File: config.mk
export PLATFORM = sky130hd
export DESIGN_NAME = rlu_merge
export DESIGN_NICKNAME = d
export VERILOG_FILES = /design/src/rtl/rlu_pkg.sv /design/src/rtl/rlu_merge.sv
export SDC_FILE = /design/constraint.sdc
export NUM_CORES = 1
export LEC_CHECK = 0
export BUFFER_PORTS_ARGS = -buffer_cell sky130_fd_sc_hd__buf_2
export CORE_ASPECT_RATIO = 2
export CORE_MARGIN = 8
export CORE_UTILIZATION = 42
export DETAILED_ROUTE_END_ITERATION = 10
export GPL_ROUTABILITY_DRIVEN = 0
export GPL_TIMING_DRIVEN = 1
export PLACE_DENSITY_LB_ADDON = 0.05
export SYNTH_ARGS = -nofsm -noshare
export SYNTH_HDL_FRONTEND = slang
export SYNTH_SLANG_ARGS = --single-unit
File: constraint.sdc
create_clock -name vclk -period 7.1
set_clock_uncertainty 0.2 [all_clocks]
set_input_delay 0.355 -clock vclk [all_inputs]
set_output_delay 0.355 -clock vclk [all_outputs]
set_load 0.01 [all_outputs]
File: src/rtl/rlu_pkg.sv
package rlu_pkg;

	localparam int CLASSES     = 4;
	localparam int PROB_W      = 16;
	localparam int SUP_W       = 16;
	localparam int FACT_W      = SUP_W;
	localparam int WEIGHT_W    = PROB_W + FACT_W - 1;
	localparam int SUM_W       = WEIGHT_W + $clog2(CLASSES);
	localparam int QUO_W       = PROB_W + 1;
	localparam int DIV_STAGES  = QUO_W;
	localparam int PIPE_STAGES = 2 + DIV_STAGES;
	localparam int DENS_W      = 16;
	localparam int CLS_W       = $clog2(CLASSES);
	localparam int CFG_IDX_W   = 8;

	localparam logic signed [SUP_W-1:0] Q_ONE     = SUP_W'(1 << (SUP_W - 2));
	localparam logic signed [SUP_W-1:0] Q_NEG_ONE = -Q_ONE;

	typedef logic [PROB_W-1:0]          prob_t;
	typedef logic signed [SUP_W-1:0]    sup_t;
	typedef logic [FACT_W-1:0]          fact_t;
	typedef logic [WEIGHT_W-1:0]        weight_t;
	typedef logic [SUM_W-1:0]           sum_t;
	typedef logic signed [DENS_W-1:0]   dens_t;
	typedef logic [CLS_W-1:0]           cls_t;
	typedef logic [CLASSES-1:0][PROB_W-1:0] prob_vec_t;
	typedef logic [CLASSES-1:0][DENS_W-1:0] dens_vec_t;

	typedef struct packed {
		prob_vec_t prob;
		cls_t      best;
		dens_t     density;
		logic      zero;
	} result_t;

	// support clamped to -1..1, then offset by one
	function automatic fact_t clamp_factor(sup_t s);
		sup_t                   c;
		logic signed [SUP_W:0]  t;
		c = s;
		if (s < Q_NEG_ONE) begin
			c = Q_NEG_ONE;
		end else if (s > Q_ONE) begin
			c = Q_ONE;
		end
		t = $signed({c[SUP_W-1], c}) + $signed({Q_ONE[SUP_W-1], Q_ONE});
		return t[FACT_W-1:0];
	endfunction

endpackage

File: src/rtl/rlu_merge.sv
module rlu_merge (
	input  rlu_pkg::prob_vec_t  quo,
	input  logic                zero,
	input  rlu_pkg::dens_vec_t  dens,
	output rlu_pkg::result_t    res
);

	rlu_pkg::cls_t  best;
	rlu_pkg::prob_t best_val;

	always_comb begin
		best     = '0;
		best_val = '0;
		for (int m = 0; m < rlu_pkg::CLASSES; m++) begin
			if (quo[m] > best_val) begin
				best_val = quo[m];
				best     = rlu_pkg::CLS_W'(m);
			end
		end
		if (zero) begin
			res.prob    = '0;
			res.best    = '0;
			res.density = dens[0];
			res.zero    = 1'b1;
		end else begin
			res.prob    = quo;
			res.best    = best;
			res.density = dens[best];
			res.zero    = 1'b0;
		end
	end

endmodule
**Word level (Yosys, flattened, before mapping)**

Cells that the tools add are included.

- Input port bits: 129
- Latch bits: 0
- Memories: 0
- Memory bits (read-only): 0
- Register bits after elaboration: 0
- Word-level logic and storage cells: 14
- Output and inout port bits: 83
- Bits in writable memories: 0

- Bitwise operators: 0
- Multipliers: 0
- Div/mod/pow operators: 0
- Magnitude comparators: 5
- Shifts and indexed selects: 0
- Muxes and demuxes: 9
- Reductions and logical operators: 0
- Add/sub/neg operators: 0
- Eq/ne operators: 0

Operator list:

| kind | count |
|---|---|
| 83-bit two-way mux | 1 |
| 16-bit two-way mux | 4 |
| 16-bit > comparator | 3 |
| 16-bit binary-select mux with 2-bit select | 1 |
| 16-bit by 1-bit > comparator with 1-bit output (second input constant) | 1 |
| 2-bit two-way mux | 2 |
| 2-bit by 3-bit < comparator with 1-bit output (second input constant) | 1 |
| 1-bit two-way mux | 1 |

**Longest topological paths before layout**

- Word-level depth: 11
- Gate-level depth with buffers: 27
- Gate-level depth less buffers: 22

**Least setup slack after synthesis**

No wires, ideal clock.

- Kind: input to output
- Start: in quo[7] in the netlist's numbering
- End: out res[1] in the netlist's numbering
- Arrival time: 5.753 ns
- Buffers on the path: 5
- Cell stages on the path: 26
- Required time: 6.545 ns
- Path slack: 0.792 ns
- Cells stage by stage: inv_1 ha_1 a21oi_1 o21ai_0 a221oi_1 nand3b_2 and2_1 buf_4 buf_12 a21oi_2 ha_1 a21oi_1 o21ai_1 a221o_1 o31ai_4 buf_4 buf_2 mux2_2 ha_1 nand4_1 nor2_1 nand4_1 o21ai_1 clkbuf_1 nor2_1 o32ai_1

RTL lines:

| element | line | text |
|---|---|---|
| start: declaration | rlu_merge.sv:2 | `input rlu_pkg::prob_vec_t quo,` |
| end: declaration | rlu_merge.sv:5 | `output rlu_pkg::result_t res` |

==> metrics <==
placed insts 676; layout cell share with drive strength beyond 1 0.4579; max-slew violations 0; # fillers ~650; switch share 0.5340; outcome completed; Max VDD drop between 0.05 and 0.06 mV; die width ~73 um; Ys Warns 0; vias between 3k and 4k; vias in the first global route 3626; post-synthesis cell area around 2700 um^2; largest net degree at the start of global routing between 80 and 90; Worst-Margin Slew about 0.86 ns; fin crit period ~6.6 ns; vias per inst 5.093; full die area ~9400 um^2; n_diodes 0; num rows ~40; leakage 2.243 nW; non-filler instance count after layout 680; core footprint about 6300 um^2; Hold Vio Cnt, Final 0; PortBufs approximately 210; max cap viols 0; synth unique cells 39; register area 0 um^2; most frequent cells in the layout 212 x buf_2, 66 x inv_1, 54 x nor2_1; clock buf count 0; worst hold path class in2out; relative slew slack 0.4275; syn nets 571; die height between 100 and 150 um; DR DRC count 0; global-route wire length before repair 16.59 mm; Critical Path RT 6.55 ns; Mean Syn Cell Area between 6 and 7 um^2; Comb power frac 1.000; Util after Layout 0.6176; layout net count around 770; routed wire length between 10 and 15 mm; Seq/Total Area, Yosys 0; GRT Total Usage 0.2114; PD cells between 100 and 150 nW/um^2; Post-DP HPWL around 9.4 mm; most common cell after layout, fill and taps aside buf_2; CP Launch Type input port; io pins 212; Post-DRT Antenna Nets 0; WP data arrival roughly 6.1 ns; Initial Util 0.4316; DRT Pass-1 Iters 4; initial antenna violation count 0; FFs & Latches 0; Finish-stage setup viols 0; Worst Path Max Fanout 22; endpoint class of the critical path output port; crit share post-route 0.9345; drt initial violations 107; Cells after Synth a little under 400; internal power approximately 0.21 mW; fmax around 0.15 GHz; CP Class in2out; sequential share of power 0; Synth-to-Final Area Change 43.08%; grt ovf 0; Clk pwr share 0; switching pwr about 0.24 mW; WL/cell between 15 and 20 um
==> worst paths after layout <==
check	cells after the start	end	slack [ns]	startpoint
max	28	res[16]	0.47	quo[14]
min	3	res[78]	0.83	quo[59]
==> synth_stat cells, drive strengths merged (2+ instances only) <==
library cell  number  area (um^2)
nor2b             34        212.7
nand2             28        112.6
o21ai              7        35.03
nor2              54        202.7
nand4             11        81.32
o32ai             16        215.2
inv               66        247.7
nor4               2        18.77
and2               3        18.77
ha                48        600.6
a21oi             50        284.0
clkbuf            14        52.55
mux2              17        191.4
o221a             16        180.2
a21boi             3        26.28
buf               11        92.59
nand3              3        15.01
nor3               2        10.01
==> layer usage <==
layer	global-route usage	vias up	routed length (um)
met2	0.4523	137	6172
li1	-	1771	-
met3	0.04489	8	897
met4	0.02732	0	140
met5	0	-	0
met1	0.1899	1547	3515
==> per-stage QoR <==
step | hold slack [ns] | worst slack [ns] | area [um^2] | TNS [ns] | total power [mW]
finish | 0.8344 | 0.4651 | 3865 | 0 | 0.4470
global route | 0.8572 | -0.0009766 | 3865 | -0.0009766 | 0.4941
CTS | 0.8407 | 0.2162 | 3796 | 0 | 0.4345
detailed placement | 0.8372 | 0.2478 | 3796 | 0 | 0.4320
global placement | 0.8336 | 0.3632 | 3796 | 0 | 0.4234
floorplan | 0.6018 | 0.7924 | 2701 | 0 | 0.2973
==> layout make-up <==
cell class / count / area, um^2 / share of cell area
Timing Repair Buffer: 225 / 1184 / 0.3062
Inverter: 66 / 247.7 / 0.06410
Tap cell: 86 / 107.6 / 0.02784
Multi-Input combinational cell: 303 / 2326 / 0.6018
==> cells by family (layout without fill, tap and decap cells) <==
logic type,count (synthesis),in the layout,share of synthesized area
AO/OA/AOI/OAI,100,100,0.3085
adder cells (fa/ha/maj),48,48,0.2223
buffers and inverters,91,291,0.1454
AND/OR/NAND/NOR,138,138,0.2529
multiplexers,17,17,0.07086
==> timing repair <==
| item | 4_1_cts | 5_1_grt |
|---|---|---|
| gates resized for setup | 0 | 2 |
| setup buffers | 0 | 4 |
| hold buffers | 0 | 0 |
| endpoints found under the setup margin | 0 | 16 |
| hold endpoints to repair | 0 | 0 |
==> power by group through the flow <==
| stage | logic (mW) | clock network, mW | registers, mW |
|---|---|---|---|
| after floorplan | 0.297 | 0 | 0 |
| after global placement | 0.423 | 0 | 0 |
| after detailed placement | 0.432 | 0 | 0 |
| after CTS | 0.434 | 0 | 0 |
| after global routing | 0.494 | 0 | 0 |
| final | 0.447 | 0 | 0 |
==> critical path, stage by stage <==
cell and delay [ns]:
buf_2 0.08, inv_1 0.07, ha_1 0.33, nand4_2 0.14
nor4_2 0.38, a21boi_1 0.21, nand3b_2 0.15, buf_4 0.16
a21oi_1 0.07, a21oi_1 0.26, ha_1 0.30, a21oi_1 0.15
o21ai_1 0.07, a221o_1 0.38, o31ai_4 0.30, buf_12 0.17
buf_4 0.11, mux2_2 0.33, ha_1 0.32, a21oi_1 0.15
nor3_1 0.06, nor3_1 0.21, o2111ai_2 0.20, o21ai_4 0.20
buf_4 0.32, o221a_1 0.30, o32ai_2 0.11, buf_2 0.18
(Power assumes the default switching activity.)
