## src/rtl/rlu_pkg.sv

```systemverilog
package rlu_pkg;

	localparam int CLASSES     = 4;
	localparam int PROB_W      = 16;
	localparam int SUP_W       = 16;
	localparam int FACT_W      = SUP_W;
	localparam int WEIGHT_W    = PROB_W + FACT_W - 1;
	localparam int SUM_W       = WEIGHT_W + $clog2(CLASSES);
	localparam int QUO_W       = PROB_W + 1;
	localparam int DIV_STAGES  = QUO_W;
	localparam int PIPE_STAGES = 2 + DIV_STAGES;
	localparam int DENS_W      = 16;
	localparam int CLS_W       = $clog2(CLASSES);
	localparam int CFG_IDX_W   = 8;

	localparam logic signed [SUP_W-1:0] Q_ONE     = SUP_W'(1 << (SUP_W - 2));
	localparam logic signed [SUP_W-1:0] Q_NEG_ONE = -Q_ONE;

	typedef logic [PROB_W-1:0]          prob_t;
	typedef logic signed [SUP_W-1:0]    sup_t;
	typedef logic [FACT_W-1:0]          fact_t;
	typedef logic [WEIGHT_W-1:0]        weight_t;
	typedef logic [SUM_W-1:0]           sum_t;
	typedef logic signed [DENS_W-1:0]   dens_t;
	typedef logic [CLS_W-1:0]           cls_t;
	typedef logic [CLASSES-1:0][PROB_W-1:0] prob_vec_t;
	typedef logic [CLASSES-1:0][DENS_W-1:0] dens_vec_t;

	typedef struct packed {
		prob_vec_t prob;
		cls_t      best;
		dens_t     density;
		logic      zero;
	} result_t;

	// support clamped to -1..1, then offset by one
	function automatic fact_t clamp_factor(sup_t s);
		sup_t                   c;
		logic signed [SUP_W:0]  t;
		c = s;
		if (s < Q_NEG_ONE) begin
			c = Q_NEG_ONE;
		end else if (s > Q_ONE) begin
			c = Q_ONE;
		end
		t = $signed({c[SUP_W-1], c}) + $signed({Q_ONE[SUP_W-1], Q_ONE});
		return t[FACT_W-1:0];
	endfunction

endpackage

```

## src/rtl/rlu_div.sv

```systemverilog
module rlu_div (
	input  logic                              clk,
	input  logic [rlu_pkg::DIV_STAGES-1:0]    en,
	input  rlu_pkg::weight_t                  weight,
	input  rlu_pkg::sum_t                     sum,
	output rlu_pkg::prob_t                    quo
);

	localparam int SW = rlu_pkg::SUM_W;
	localparam int QW = rlu_pkg::QUO_W;
	localparam int NS = rlu_pkg::DIV_STAGES;

	logic [SW-1:0] rem_s [NS];
	logic [SW-1:0] den_s [NS];
	logic [QW-1:0] quo_s [NS];

	for (genvar k = 0; k < NS; k++) begin : g_step
		logic [SW:0]   trial;
		logic [SW:0]   diff;
		logic [SW-1:0] den_in;
		logic [QW-1:0] quo_in;
		logic          take;

		if (k == 0) begin : g_first
			assign trial  = {{(SW + 1 - rlu_pkg::WEIGHT_W){1'b0}}, weight};
			assign den_in = sum;
			assign quo_in = '0;
		end else begin : g_next
			assign trial  = {rem_s[k-1], 1'b0};
			assign den_in = den_s[k-1];
			assign quo_in = quo_s[k-1];
		end

		assign take = trial >= {1'b0, den_in};
		assign diff = trial - {1'b0, den_in};

		always_ff @(posedge clk) begin
			if (en[k]) begin
				rem_s[k] <= take ? diff[SW-1:0] : trial[SW-1:0];
				den_s[k] <= den_in;
				quo_s[k] <= {quo_in[QW-2:0], take};
			end
		end
	end

	// a quotient of exactly one saturates
	assign quo = quo_s[NS-1][QW-1] ? '1 : quo_s[NS-1][rlu_pkg::PROB_W-1:0];

endmodule

```

## config.mk

```make
export PLATFORM = sky130hd
export DESIGN_NAME = rlu_div
export DESIGN_NICKNAME = d
export VERILOG_FILES = /design/src/rtl/rlu_pkg.sv /design/src/rtl/rlu_div.sv
export SDC_FILE = /design/constraint.sdc
export NUM_CORES = 2
export LEC_CHECK = 0
export BUFFER_PORTS_ARGS = -buffer_cell sky130_fd_sc_hd__clkbuf_2
export CORE_MARGIN = 3
export CORE_UTILIZATION = 25
export DETAILED_ROUTE_END_ITERATION = 6
export PLACE_DENSITY_LB_ADDON = 0.25
export SETUP_SLACK_MARGIN = 0.5
export SLEW_MARGIN = 20
export SYNTH_ARGS = -nofsm -noshare
export SYNTH_HDL_FRONTEND = slang
export SYNTH_SLANG_ARGS = --single-unit
```

## constraint.sdc

```tcl
create_clock -name clk -period 11.65 [get_ports clk]
set_clock_uncertainty 0.15 [all_clocks]
set_input_delay 0.5825 -clock clk [delete_from_list [all_inputs] [get_ports clk]]
set_output_delay 0.5825 -clock clk [all_outputs]
set_load 0.05 [all_outputs]
```

; ---- After elaboration in Yosys (flattened, before gate mapping)
; Memories as Yosys holds them, arrays and structs flattened.
; Index checks and enable logic that the tools add are counted.
; W data, S select, Z words.
[word_totals]
reg_bits = 0
latchBits = 0
ramBits = 1411
mem_bits_ro = 0
input_bits = 82
out_inout_bits = 16
word_cells = 89
memories = 3
[memory_table]
columns = name, depth, width, read_ports, rd_clocked_by_memory_dff, write_ports, line
row1 = den_s, 17, 33, 16, 0, 17, rlu_div.sv:14  ; logic [SW-1:0] den_s [NS];
row2 = rem_s, 17, 33, 16, 0, 17, rlu_div.sv:13  ; logic [SW-1:0] rem_s [NS];
row3 = quo_s, 17, 17, 17, 0, 17, rlu_div.sv:15  ; logic [QW-1:0] quo_s [NS];
[op_classes]
add_sub_neg = 17
multipliers = 0
div = 0
n_lt_le_gt_ge = 17
n_eq_ne = 0
shift = 0
muxes = 52
bitwise = 0
n_reduce_logical = 0
[op_table]
columns = cell, count
row1 = $mux W33, 17
row2 = $ge A34 B33 Y1, 16
row3 = $sub A33 B33 Y33, 16
row4 = $mux W1, 34
row5 = $ge A31 B33 Y1, 1
row6 = $sub A31 B33 Y33, 1
row7 = $mux W16, 1

; ---- Longest topological paths before layout
; An unclocked memory read counts as a cell.
[logic_depth]
word_depth = 3
ltp_mapped = 16
ltp_nobuf = 14

; ---- Worst setup path after synthesis
; No wires, ideal clock.
[synth_timing]
path_kind = register -> register
startpoint = mem den_s[0][462] (netlist bit)
endpoint = mem rem_s[0][502] (netlist bit) (data pin)
setup_ns = 0.260
t_arrival_ns = 3.238
t_required_ns = 11.240
path_slack_ns = 8.003
path_stages_with_launch = 13
path_buffers = 1
synth_period_minus_slack_ns = 3.647
cell_sequence = edfxtp_1 > fa_1 > nand2b_1 > a21oi_1 > o21ai_1 > a21oi_1 > a31oi_1 > o41a_1 > a31oi_1 > nand3_1 > a21oi_2 > buf_4 > mux2_2
[synth_lines]
columns = item, line
row1 = from (decl), rlu_div.sv:14
row2 = to (decl), rlu_div.sv:13

==> flow_summary.yaml <==
setup_path:
  max_stage_delay_ns: 0.72
  r2r_slack_ns: 6.87
  cp.depth: 12
  r2r-end: "rem_s[0][120]"
  worst-path-max-fanout: 50
  cpMostUsedCell: "o31a_1"
  crit_path_end_kind: "register"
  critPathTopFamily: "compound AO/OA/AOI/OAI gates"
  start_kind: "register"
  cp_cell_sequence: "ha_1, nor2b_1, o21a_1, o21ai_1, a21oi_1, o31a_1, o31ai_2, o41a_1, o31a_1, buf_4, clkinv_1, mux2_2"
  critPathSlowestCell: "clkinv_1"
  cp.required_ns: 12.03
  worst-endpoint-arrival_ns: 5.15
  crit_type: "reg -> reg"
  r2r-start: "rem_s[0][67]"
  reg2regPathDepth: 12
  timing.critical_path.buf_inv: 2
global_routing:
  grtUsageMet2_pct: 21.1
  grt_pass1_vias: 49300
  overflow: 0
  top_usage_layer: "met2"
  grt_start_max_net_pins: 69
  met3_usage_pct: 1.65
  grt_pass1_wl_microns: 261000
  antenna_found_initial: 2
  grtUsageMet1_pct: 11.7
  grt_usage_pct: 11.0
floorplanning:
  die_area_sq_um: 290000
  rows: 195
  die_w_microns: 539
  ios: 98
  die_h_microns: 539
  start_util_pct: 25.1
  core_area_sq_um: 283000
detailed_routing:
  dr.pass1.iters: 5
  viasPerCell: 4.49
  drt-initial-drc-count: 2318
  vias: 47300
  avgRoutedWirePerCell_microns: 15.5
  routed_wl_microns: 164000
  ant_nets: 0
  drt_drc_violations_left: 0
logic_synthesis:
  synth-seq-cells: 1209
  synth_cell_type_count: 85
  netlist_instances: 6503
  yosys_warnings: 0
  ys_seq_area_share_pct: 51.1
  syn_avg_cell_area_sq_um: 10.9
  synthFlopType: "edfxtp_1"
  synth-edff-count: 1209
  syn_nets: 7159
  synthArstFlopShare_pct: 0
  synth_area_sq_um: 71000
place:
  dp_cells: 10200
  place_ws_ns: 6.83
  post-dp-hpwl_microns: 128000
  place_congestion: 0.894
  placed_area_sq_um: 75800
  io_buffers: 97
min_path:
  min_to: "quo_s[0][255]"
  hold_class: "in -> reg"
  min_from: "en[15]"
  hold_depth: 1
clocking:
  htreeDepth: 4
  cts-root-buf: "clkbuf_16"
  cts_tree: "done"
  cts.sinks: 1209
  ctsLongestPathBuffers: 3
  clkTransAtPathRegs_ns: 0.06
  clk_latency_ns: 0.80
  cts.repair.resized: 0
  cts_buffers: 144
power:
  power.leakage_nw: 33.0
  peakVddDrop_uv: 118
  power_mw: 21.6
  p_per_area_nw_per_um2: 265
timing:
  holdWs_ns: 0.0859
  worstMarginPinSlew_ns: 1.05
  hold_viol: 0
  fmax_ghz: 0.209
  period_needed_ns: 4.78
  final.setup.worst_slack_ns: 6.87
  grt_setup_unrepaired: "no"
  finalSetupViolations: 0
  min_period_over_period_pct: 41.0
  slew_violations: 0
  setup_tns_ns: 0
  slew_headroom_pct: 30.1
outcome:
  status: "completed"
final_layout:
  stdcell_count: 10500
  final_core_util_pct: 28.8
  layout.nets: 7341
  drive_gt1_share_pct: 8.60
  stdcell_area_sq_um: 81500
  area_growth_pct: 14.8
flow_run:
  max-cap-violations: 0
## registers in the layout, indices dropped and copies added (netlist names)
name	flops
den_s	528
quo_s	153
rem_s	528
## repair_timing
item                                   CTS  global route
setup endpoints to repair                0             0
hold buffers                            76             0
buffers inserted                         0             0
endpoints found under the hold margin  205             0
## kinds of logic after synthesis
logic type                 share of synthesized area [%]
muxes                                               3.01
DFF                                                 51.1
adders and majority gates                           10.3
xor gates and xnor gates                            5.60
and+or+nand+nor                                     9.16
buffers and inverters                               4.79
AOI/OAI and AO/OA                                   16.0
## routing by layer
metal | share of wire (%) | wire length (microns)
met4 | 4.7 | 7690
met5 | 0.0080 | 13
met2 | 52 | 85800
met3 | 2.8 | 4640
met1 | 40 | 65400
## final cells by class
type / instances / area (sq um)
Fill cell: 28900 / 201000
Sequential cell: 1209 / 36300
Multi-Input combinational cell: 4416 / 31400
Tap cell: 3743 / 4680
Clock buffer: 174 / 3720
Inverter: 709 / 2660
Timing Repair Buffer: 205 / 1520
Clock inverter: 89 / 1180
Antenna cell: 2 / 5.00
## power by group
part | switching, mW | internal [mW] | leakage, nW
sequential | 0.626 | 6.50 | 11.8
clock | 1.91 | 2.68 | 2.34
combinational | 5.60 | 4.31 | 18.8
total | 8.13 | 13.5 | 33.0
## how the worst max path moves through the flow
stage                        from            end  slack, ns
finish               rem_s[0][67]  rem_s[0][120]       6.87
global route         rem_s[0][67]  rem_s[0][131]       6.58
CTS                  rem_s[0][67]  rem_s[0][120]       6.83
detailed placement   rem_s[0][67]  rem_s[0][131]       6.83
global placement     rem_s[0][67]  rem_s[0][131]       6.75
floorplan           den_s[0][462]  rem_s[0][502]       8.00
## placed cells by master (no fill, tap or decap), drive strengths merged, types with 74 or more instances in the layout
| cell type | instances |
|---|---|
| a21o | 303 |
| a21oi | 624 |
| clkbuf | 256 |
| dlygate4sd3 | 76 |
| edfxtp | 1209 |
| ha | 558 |
| inv | 713 |
| mux2 | 172 |
| nand2 | 417 |
| nand3 | 93 |
| nand4 | 90 |
| nor2 | 396 |
| nor2b | 79 |
| o21a | 74 |
| o21ai | 408 |
| o21bai | 75 |
| xnor2 | 275 |
| xor2 | 179 |
## cells in the mapped netlist (all sizes together) (93+ instances only)
master	instances	share of area (%)
a21o	303	3.2
a21oi	624	4.4
clkbuf	120	0.63
edfxtp	1209	51
ha	558	9.8
inv	708	3.7
mux2	172	2.9
nand2	417	2.2
nand3	93	0.66
nor2	396	2.1
o21ai	408	2.9
xnor2	275	3.4
xor2	179	2.2
## worst reg2reg max path, delay by kind of cell (launching register included)
| kind | cells | cell delay, ns |
|---|---|---|
| AND/OR/NAND/NOR | 1 | 0.15 |
| multiplexers | 1 | 0.52 |
| AO/OA/AOI/OAI | 7 | 1.79 |
| adder cells (fa/ha/maj) | 1 | 0.36 |
| flip-flops | 1 | 0.39 |
| buffers and inverters | 2 | 1.18 |
Note: power is estimated with default switching activity, not from simulation.
