==> config.mk <==
export PLATFORM = sky130hd
export DESIGN_NAME = rlu_weight
export DESIGN_NICKNAME = d
export VERILOG_FILES = /design/src/rtl/rlu_pkg.sv /design/src/rtl/rlu_weight.sv
export SDC_FILE = /design/constraint.sdc
export NUM_CORES = 1
export LEC_CHECK = 0
export BUFFER_PORTS_ARGS = -buffer_cell sky130_fd_sc_hd__buf_2
export CAP_MARGIN = 20
export CORE_UTILIZATION = 35
export DETAILED_ROUTE_END_ITERATION = 7
export SLEW_MARGIN = 5
export SYNTH_ARGS = -nofsm -noshare
export SYNTH_HDL_FRONTEND = slang
export SYNTH_SLANG_ARGS = --single-unit
==> constraint.sdc <==
create_clock -name clk -period 22.5 [get_ports clk]
set_input_delay 4.5 -clock clk [delete_from_list [all_inputs] [get_ports clk]]
set_output_delay 4.5 -clock clk [all_outputs]
set_load 0.1 [all_outputs]
==> src/rtl/rlu_pkg.sv <==
package rlu_pkg;

	localparam int CLASSES     = 4;
	localparam int PROB_W      = 16;
	localparam int SUP_W       = 16;
	localparam int FACT_W      = SUP_W;
	localparam int WEIGHT_W    = PROB_W + FACT_W - 1;
	localparam int SUM_W       = WEIGHT_W + $clog2(CLASSES);
	localparam int QUO_W       = PROB_W + 1;
	localparam int DIV_STAGES  = QUO_W;
	localparam int PIPE_STAGES = 2 + DIV_STAGES;
	localparam int DENS_W      = 16;
	localparam int CLS_W       = $clog2(CLASSES);
	localparam int CFG_IDX_W   = 8;

	localparam logic signed [SUP_W-1:0] Q_ONE     = SUP_W'(1 << (SUP_W - 2));
	localparam logic signed [SUP_W-1:0] Q_NEG_ONE = -Q_ONE;

	typedef logic [PROB_W-1:0]          prob_t;
	typedef logic signed [SUP_W-1:0]    sup_t;
	typedef logic [FACT_W-1:0]          fact_t;
	typedef logic [WEIGHT_W-1:0]        weight_t;
	typedef logic [SUM_W-1:0]           sum_t;
	typedef logic signed [DENS_W-1:0]   dens_t;
	typedef logic [CLS_W-1:0]           cls_t;
	typedef logic [CLASSES-1:0][PROB_W-1:0] prob_vec_t;
	typedef logic [CLASSES-1:0][DENS_W-1:0] dens_vec_t;

	typedef struct packed {
		prob_vec_t prob;
		cls_t      best;
		dens_t     density;
		logic      zero;
	} result_t;

	// support clamped to -1..1, then offset by one
	function automatic fact_t clamp_factor(sup_t s);
		sup_t                   c;
		logic signed [SUP_W:0]  t;
		c = s;
		if (s < Q_NEG_ONE) begin
			c = Q_NEG_ONE;
		end else if (s > Q_ONE) begin
			c = Q_ONE;
		end
		t = $signed({c[SUP_W-1], c}) + $signed({Q_ONE[SUP_W-1], Q_ONE});
		return t[FACT_W-1:0];
	endfunction

endpackage

==> src/rtl/rlu_weight.sv <==
module rlu_weight (
	input  logic                clk,
	input  logic                en,
	input  rlu_pkg::prob_t      prob,
	input  rlu_pkg::sup_t       support,
	output rlu_pkg::weight_t    weight_s1
);

	rlu_pkg::fact_t                                   factor;
	logic [rlu_pkg::PROB_W+rlu_pkg::FACT_W-1:0]       prod;

	assign factor = rlu_pkg::clamp_factor(support);
	assign prod   = {{rlu_pkg::FACT_W{1'b0}}, prob} * {{rlu_pkg::PROB_W{1'b0}}, factor};

	always_ff @(posedge clk) begin
		if (en) begin
			weight_s1 <= prod[rlu_pkg::WEIGHT_W-1:0];
		end
	end

endmodule

======== Word level (Yosys, flattened, before mapping) ========
Index checks and enable logic that the tools add are counted.
storage, ports and cells
  bits in registers ....................... 31
  input port bits ......................... 34
  output and inout bits ................... 31
  logic and storage cells ................. 7
cells by class
  add/subtract/negate cells ............... 1
  multipliers ............................. 1
  magnitude comparators ................... 2
  multiplexer cells ....................... 2
operators with widths
  kind                                                          number
  2-to-1 mux 16 bit                                             2
  multiplier 16 x 16 -> 31 bit                                  1
  adder 16 bit, second input constant                           1
  > comparator 16 bit, second input constant                    1
  less-than comparator 16 x 15 -> 1 bit, second input constant  1

======== Depth between registers and ports, before layout ========
Gate-level depths: netlist (run 1).
  depth after elaboration ................. 5
  gate-level depth with buffers ........... 27
  gate-level depth less buffers ........... 25

======== Least setup slack after synthesis (run 1) ========
No wires, ideal clock.
  path type ............................... input-to-reg
  start point ............................. in support[5]
  end point ............................... reg weight_s1[29], data pin
  setup time .............................. 134 ps
  data arrival time ....................... 10,813 ps
  required time ........................... 22,366 ps
  path slack .............................. 11,553 ps
  stages on the path ...................... 25
  buffers on the path ..................... 2
  cells stage by stage .................... nor4_1 > nand4_1 > a21oi_1 > clkbuf_1 > and2_1 > buf_2 > nand2_1 > fa_1 > fa_1 > fa_1 > inv_1 > fa_1 > fa_1 > inv_1 > fa_1 > inv_1 > ha_1 > a21o_1 > a21oi_2 > o221ai_2 > a31oi_4 > o2111ai_2 > a31o_1 > or4b_1 > nand3_1
on the way
  cells in the longest elaborated chain, start to end .. 5
  elaborated cells on any way between the ends .. 6
  classes of those cells .................. add/sub: 1; mul: 1; order compare: 2; mux: 2
RTL lines
  element                           line              RTL
  start: declaration                rlu_weight.sv:5   input rlu_pkg::sup_t support,
  > comparator 16 bit               rlu_pkg.sv:43     end else if (s > Q_ONE) begin
  2-to-1 mux 16 bit                 rlu_pkg.sv:43
  2-to-1 mux 16 bit (*)             rlu_pkg.sv:41     if (s < Q_NEG_ONE) begin
  adder 16 bit (*)                  rlu_pkg.sv:46     t = $signed({c[SUP_W-1], c}) + $signed({Q_ONE[SUP_W-1], Q_ONE});
  multiplier 16 x 16 -> 31 bit (*)  rlu_weight.sv:13  assign prod = {{rlu_pkg::FACT_W{1'b0}}, prob} * {{rlu_pkg::PROB_W{1'b0}}, factor};
  via prod, one bit                 rlu_weight.sv:10  logic [rlu_pkg::PROB_W+rlu_pkg::FACT_W-1:0] prod;
  end signal: assignment            rlu_weight.sv:17  weight_s1 <= prod[rlu_pkg::WEIGHT_W-1:0];
  end: declaration                  rlu_weight.sv:6   output rlu_pkg::weight_t weight_s1
The timed path passes the listed nets; every way through them passes the cells marked *.
A chain may end at the register's enable or synchronous reset.

======== Worst setup path after layout (run 1) ========
  start point ............................. in support[1]
  end point ............................... reg weight_s1[29], data pin
The elaborated chain is that of the path after synthesis.

==> metrics.yaml, run 1 <==
cp_max_fo: 48
p_leak_nw: 5.36
postSynthAreaPerCell_um2: 9.10
synth_area_leaders: "fa_1, ha_1, edfxtp_1"
grt_usage_pct: 18.6
yosys-top-cells-count: "inv_1, fa_1, nand2_1"
drv_slew: 0
n_fill_cell: 2685
min_period_over_period_pct: 53.5
cp-end-kind: "register"
top_regs: "weight_s1 x31"
synth_xor_area_share_pct: 2.67
synth-simple-area-share_pct: 17.2
wl_per_cell_um: 17.4
core_mm2: 0.0264
postCtsHoldBufs: 0
drtAntennaViolNets: 0
netlist.area_leader.share_pct: 40.6
clk_pin_slew_ns: 0.05
syn_nets: 1371
synth_fa_ha_area_share_pct: 53.8
cts_tree: "built"
drv_cap: 0
grt_pass1_vias: 7717
syn_inst: 1044
dieArea_mm2: 0.0278
ys_ff_latch: 31
synth_area_leader_cell: "fa_1"
worstSetupStartpointType: "primary input"
root_buffer: "clkbuf_16"
port_buffers: 64
drc_errors: 0
synth_edf_count: 31
place_area_mm2: 0.0101
cts.path.max_buffers: 2
required_ns: 22.65
max-slew-margin-rel_pct: 35.0
viasPerCell: 5.12
hold_path.class: "in2reg"
yosysMostFrequentCell: "inv_1"
synth_compound_area_share_pct: 5.49
synthArstFlopShare_pct: 0
dr.pass1.iters: 5
multiInputGateArea_mm2: 0.00754
muxShareOfSynthArea_pct: 0
top_layer: "met4"
seqCellArea_um2: 931
start_util_pct: 36.1
top_register: "weight_s1"
cts.sinks: 31
yosys_warnings: 0
syn2layout_area_growth_pct: 8.25
worst-setup-path-type: "in2reg"
synthDistinctLibCells: 40
wl_met1_um: 10500
h-tree-depth: 2
finalWirelength_um: 24500
via_count: 7215
fp.dieW_um: 167
power_density_mw_per_mm2: 133
dp_hpwl_um: 19600
nets: 1398
fin_area_mm2: 0.0103
grt_first_pass_wirelength_um: 40500
yosysSeqAreaShare_pct: 9.79
largest_reg_flops: 31
placed_cells: 1398
ioPinCount: 65
place.gp.congestion: 0.852
tightest_slew_ns: 0.971
setup_viol: 0
worst-endpoint-arrival_ns: 12.20
post_cts_buffers: 0
final_core_util_pct: 39.0
wl_met3_um: 1560
synth_top_family_by_area: "adder cells"
finalHoldViolCount: 0
fin_setup_tns_ns: 0
ir_worst_vdd_mv: 0.116
synth_area_mm2: 0.00951
rows: 59
fmax_mhz: 83.0
ys.flop_type: "edfxtp_1"
fin_crit_ns: 12.05
numCtsBuffers: 5
grt_setup_unrepaired: "no"
grt_max_degree: 60
cts_resized: 0
antenna_found_initial: 1
layout-drive-gt1-share_pct: 7.93
fin_cells: 1408
wl_met2_um: 11900
die_h_um: 167
finalHoldWorstSlack_ns: 4.74
status: "complete, no violations"
drt_iter0_markers: 433
gr-total-overflow: 0
==> worst max-delay path, stage by stage <==
cell and delay [ns]:
buf_2 0.13, nor4_1 0.43, nand4_1 0.23, a21oi_4 0.27
buf_4 0.40, and2_0 0.75, nand2_1 0.15, fa_1 0.51
inv_1 0.05, fa_1 0.49, inv_1 0.05, fa_1 0.53
inv_1 0.05, fa_1 0.45, fa_1 0.49, inv_1 0.05
fa_1 0.53, inv_1 0.06, ha_1 0.35, inv_1 0.23
o221ai_2 0.16, a31oi_4 0.29, o2111ai_2 0.21, a31o_1 0.24
or4b_1 0.49, nand3_1 0.08
==> placed cells by master, fill, tap and decap left out, drive strengths merged, types with 7 or more instances in the layout <==
master,Yosys,layout
fa,193,193
o21ai,16,16
xnor2,25,25
a211oi,7,7
and3,94,94
and2,32,32
nor2,19,19
buf,2,68
nand2,160,160
a21o,8,8
ha,100,100
inv,231,231
a21oi,28,28
edfxtp,31,31
==> cell type report <==
class                   instances  area share [%]
clock buffers                   5            1.22
inverters                     231            8.43
diodes                          1          0.0243
flip-flops and latches         31            9.05
well taps                     335            4.07
repair buffers                 68            3.53
multi-input cells             734            73.3
clock inverters                 3           0.377
==> per-layer routing <==
metal  track usage (%)  vias up
met3              3.04       38
met2              31.4      238
met1              24.8     3664
met5                 0        -
met4              4.79        0
li1                  -     3275
==> logic make-up (layout without fill, tap and decap cells) <==
kind of cell | count (synthesis) | after routing
AO/OA/AOI/OAI | 79 | 79
XOR/XNOR | 29 | 29
adder cells (fa/ha/maj) | 293 | 293
buffers and inverters | 279 | 307
flip-flops | 31 | 31
other | 0 | 1
AND/OR/NAND/NOR | 333 | 333
==> report_power, final <==
group	total, W	internal, W	switching, W
sequential	0.000136	0.000130	0.00000600
clock	0.0000781	0.0000516	0.0000264
combinational	0.00115	0.000395	0.000756
total	0.00137	0.000577	0.000788
==> metrics by stage <==
step	setup slack [ns]	total power, W
2_1_floorplan	11.55	0.00103
3_3_place_gp	9.62	0.00128
3_5_place_dp	9.51	0.00129
4_1_cts	9.80	0.00137
5_1_grt	10.00	0.00150
6_report	10.45	0.00137
==> worst paths after layout <==
path	startpoint	end	slack (ns)	cells past startpoint
worst max-delay path	support[1]	weight_s1[29]	10.45	26
worst min-delay path	support[1]	weight_s1[1]	4.74	3
Power figures use the tool's default switching activity.
==> run 2, diff against run 1 <==
clock period = 10 ns   (was 22.5 ns; I/O delays follow)
==> run 2 against run 1 <==
  * Critical path depth down 1
  * Utilization about the same
  * Combinational power up 120%
  * Via count down 1.0%
  * First-iteration DRC count down 12%
  * Worst hold slack worse by 2.5 ns
  * Flip-flop and latch count unchanged
  * Critical path type unchanged
  * Largest power group unchanged
==> metrics.yaml, run 2 (synthesis results as in run 1) <==
final_cell_mix: "inv_1, fa_1, nand2_1"
cts_tree: "built"
layout_commonest_cell: "inv_1"
finalHoldWorstSlack_ns: 2.23  # -2.51 ns
numCtsBuffers: 5  # unchanged
top_regs: "weight_s1 x31"
critPathBufInv: 5  # -3
fmax_mhz: 107
groute.layer.met2.usage_pct: 29.3  # -2.2 points
ir_worst_vdd_mv: 0.212  # +82%
grt_usage_pct: 17.8  # -0.77 points
die_h_um: 167  # unchanged
ioPinCount: 65  # unchanged
place.gp.congestion: 0.874  # +2.5%
port_buffers: 64  # unchanged
max-slew-margin-rel_pct: 51.9  # +17 points
cts.path.max_buffers: 2  # unchanged
core_mm2: 0.0264  # unchanged
start_util_pct: 36.1  # unchanged
wl_per_cell_um: 16.8  # -3.7%
antenna_found_initial: 0  # -1
fin_area_mm2: 0.0103  # +0.11%
path_delay_family: "adder cells"
grt_first_pass_wirelength_um: 39000  # -3.7%
diodes: 0  # -1
p_leak_nw: 5.37  # +0.17%
met3_usage_pct: 2.33  # -0.71 points
grt_setup_unrepaired: "no"
cpMostUsedCell: "fa_1"
drv_slew: 0  # unchanged
n_fill_cell: 2670  # -0.56%
holdPathStages: 2  # -1
grt_max_degree: 89  # +48%
drtAntennaViolNets: 0  # unchanged
cp-end-kind: "register"
cp.depth: 25  # -3.8%
clk_pin_slew_ns: 0.06  # about the same
finalHoldViolCount: 0  # unchanged
viasPerCell: 5.06  # -1.3%
root_buffer: "clkbuf_16"
gr-total-overflow: 0  # unchanged
layout-drive-gt1-share_pct: 8.26  # +0.33 points
postCtsHoldBufs: 0  # unchanged
final_core_util_pct: 39.1  # +0.043 points
largest_reg_flops: 31  # unchanged
cts_resized: 0  # unchanged
top_register: "weight_s1"
hold_path.class: "in2reg"
min_period_over_period_pct: 93.8
dp_hpwl_um: 19200  # -2.0%
worst_path_largest_cell_delay_ns: 0.58  # -0.17 ns
syn2layout_area_growth_pct: 8.37
worst_path_max_delay_cell: "fa_1"
drv_cap: 0  # unchanged
fin_setup_tns_ns: 0  # unchanged
dieArea_mm2: 0.0278  # unchanged
drt_iter0_markers: 383  # -12%
finalWirelength_um: 23700  # -3.5%
drc_errors: 0  # unchanged
required_ns: 10.03  # -12.62 ns
cp_max_fo: 88  # +83%
grt_pass1_vias: 7499  # -2.8%
worst-setup-path-type: "in2reg"
tightest_slew_ns: 0.721  # -0.250 ns
busiest_layer: "met2"
fp.dieW_um: 167  # unchanged
power_density_mw_per_mm2: 295  # +120%
dr.pass1.iters: 5  # unchanged
place_area_mm2: 0.0102  # +0.57%
setup_viol: 0  # unchanged
worst-endpoint-arrival_ns: 9.41  # -2.79 ns
status: "complete, no violations"
h-tree-depth: 2  # unchanged
nets: 1403  # +0.36%
rows: 59  # unchanged
grtUsageMet1_pct: 24.7  # -0.065 points
cts.sinks: 31  # unchanged
worstSetupStartpointType: "primary input"
post_cts_buffers: 0  # unchanged
fin_crit_ns: 9.38
via_count: 7141  # -1.0%
[run 2: cell types whose count changed in the layout (fill, tap and decap cells not counted)]
cell        delta
clkinv_1       +1
clkinvlp_4     +1
bufinv_16      -1
buf_4          +5
clkinv_2       -1
diode_2        -1
[run 2: layout make-up]
cell class | instances | area, µm² | area share [%]
multi-input combinational | 734 | 7540 | 73.2
clock buffer | 5 | 125 | 1.21
inverter | 231 | 867 | 8.42
timing repair buffer | 73 | 400 | 3.89
sequential | 31 | 931 | 9.04
clock inverter | 3 | 15.0 | 0.146
tap | 335 | 419 | 4.07
[run 2: path summary, 6_finish.rpt]
kind / slack (ns) / from / endpoint
worst max-delay path: 0.62 / support[5] / weight_s1[28]
worst min-delay path: 2.23 / support[0] / weight_s1[0]
[run 2: layer usage]
| metal | vias to the layer above | wire length, µm |
|---|---|---|
| met4 | 0 | 611 |
| met1 | 3577 | 10500 |
| li1 | 3291 | - |
| met2 | 236 | 11200 |
| met3 | 37 | 1360 |
| met5 | - | 0 |
[run 2: through the flow]
| stage | setup slack (ns) | total power [W] | cells |
|---|---|---|---|
| finish | 0.625 | 0.00304 | 1412 |
| global route | 0.277 | 0.00333 | 1412 |
| CTS | 0.830 | 0.00306 | 1412 |
| detailed placement | 0.545 | 0.00289 | 1404 |
| global placement | 0.572 | 0.00287 | 1404 |
| floorplan | 1.55 | 0.00231 | 1044 |
[run 2: power breakdown]
part / switching, W / internal [W] / total, W
Sequential: 0.0000113 / 0.000293 / 0.000304
Combinational: 0.00168 / 0.000908 / 0.00258
Clock: 0.0000596 / 0.0000904 / 0.000150
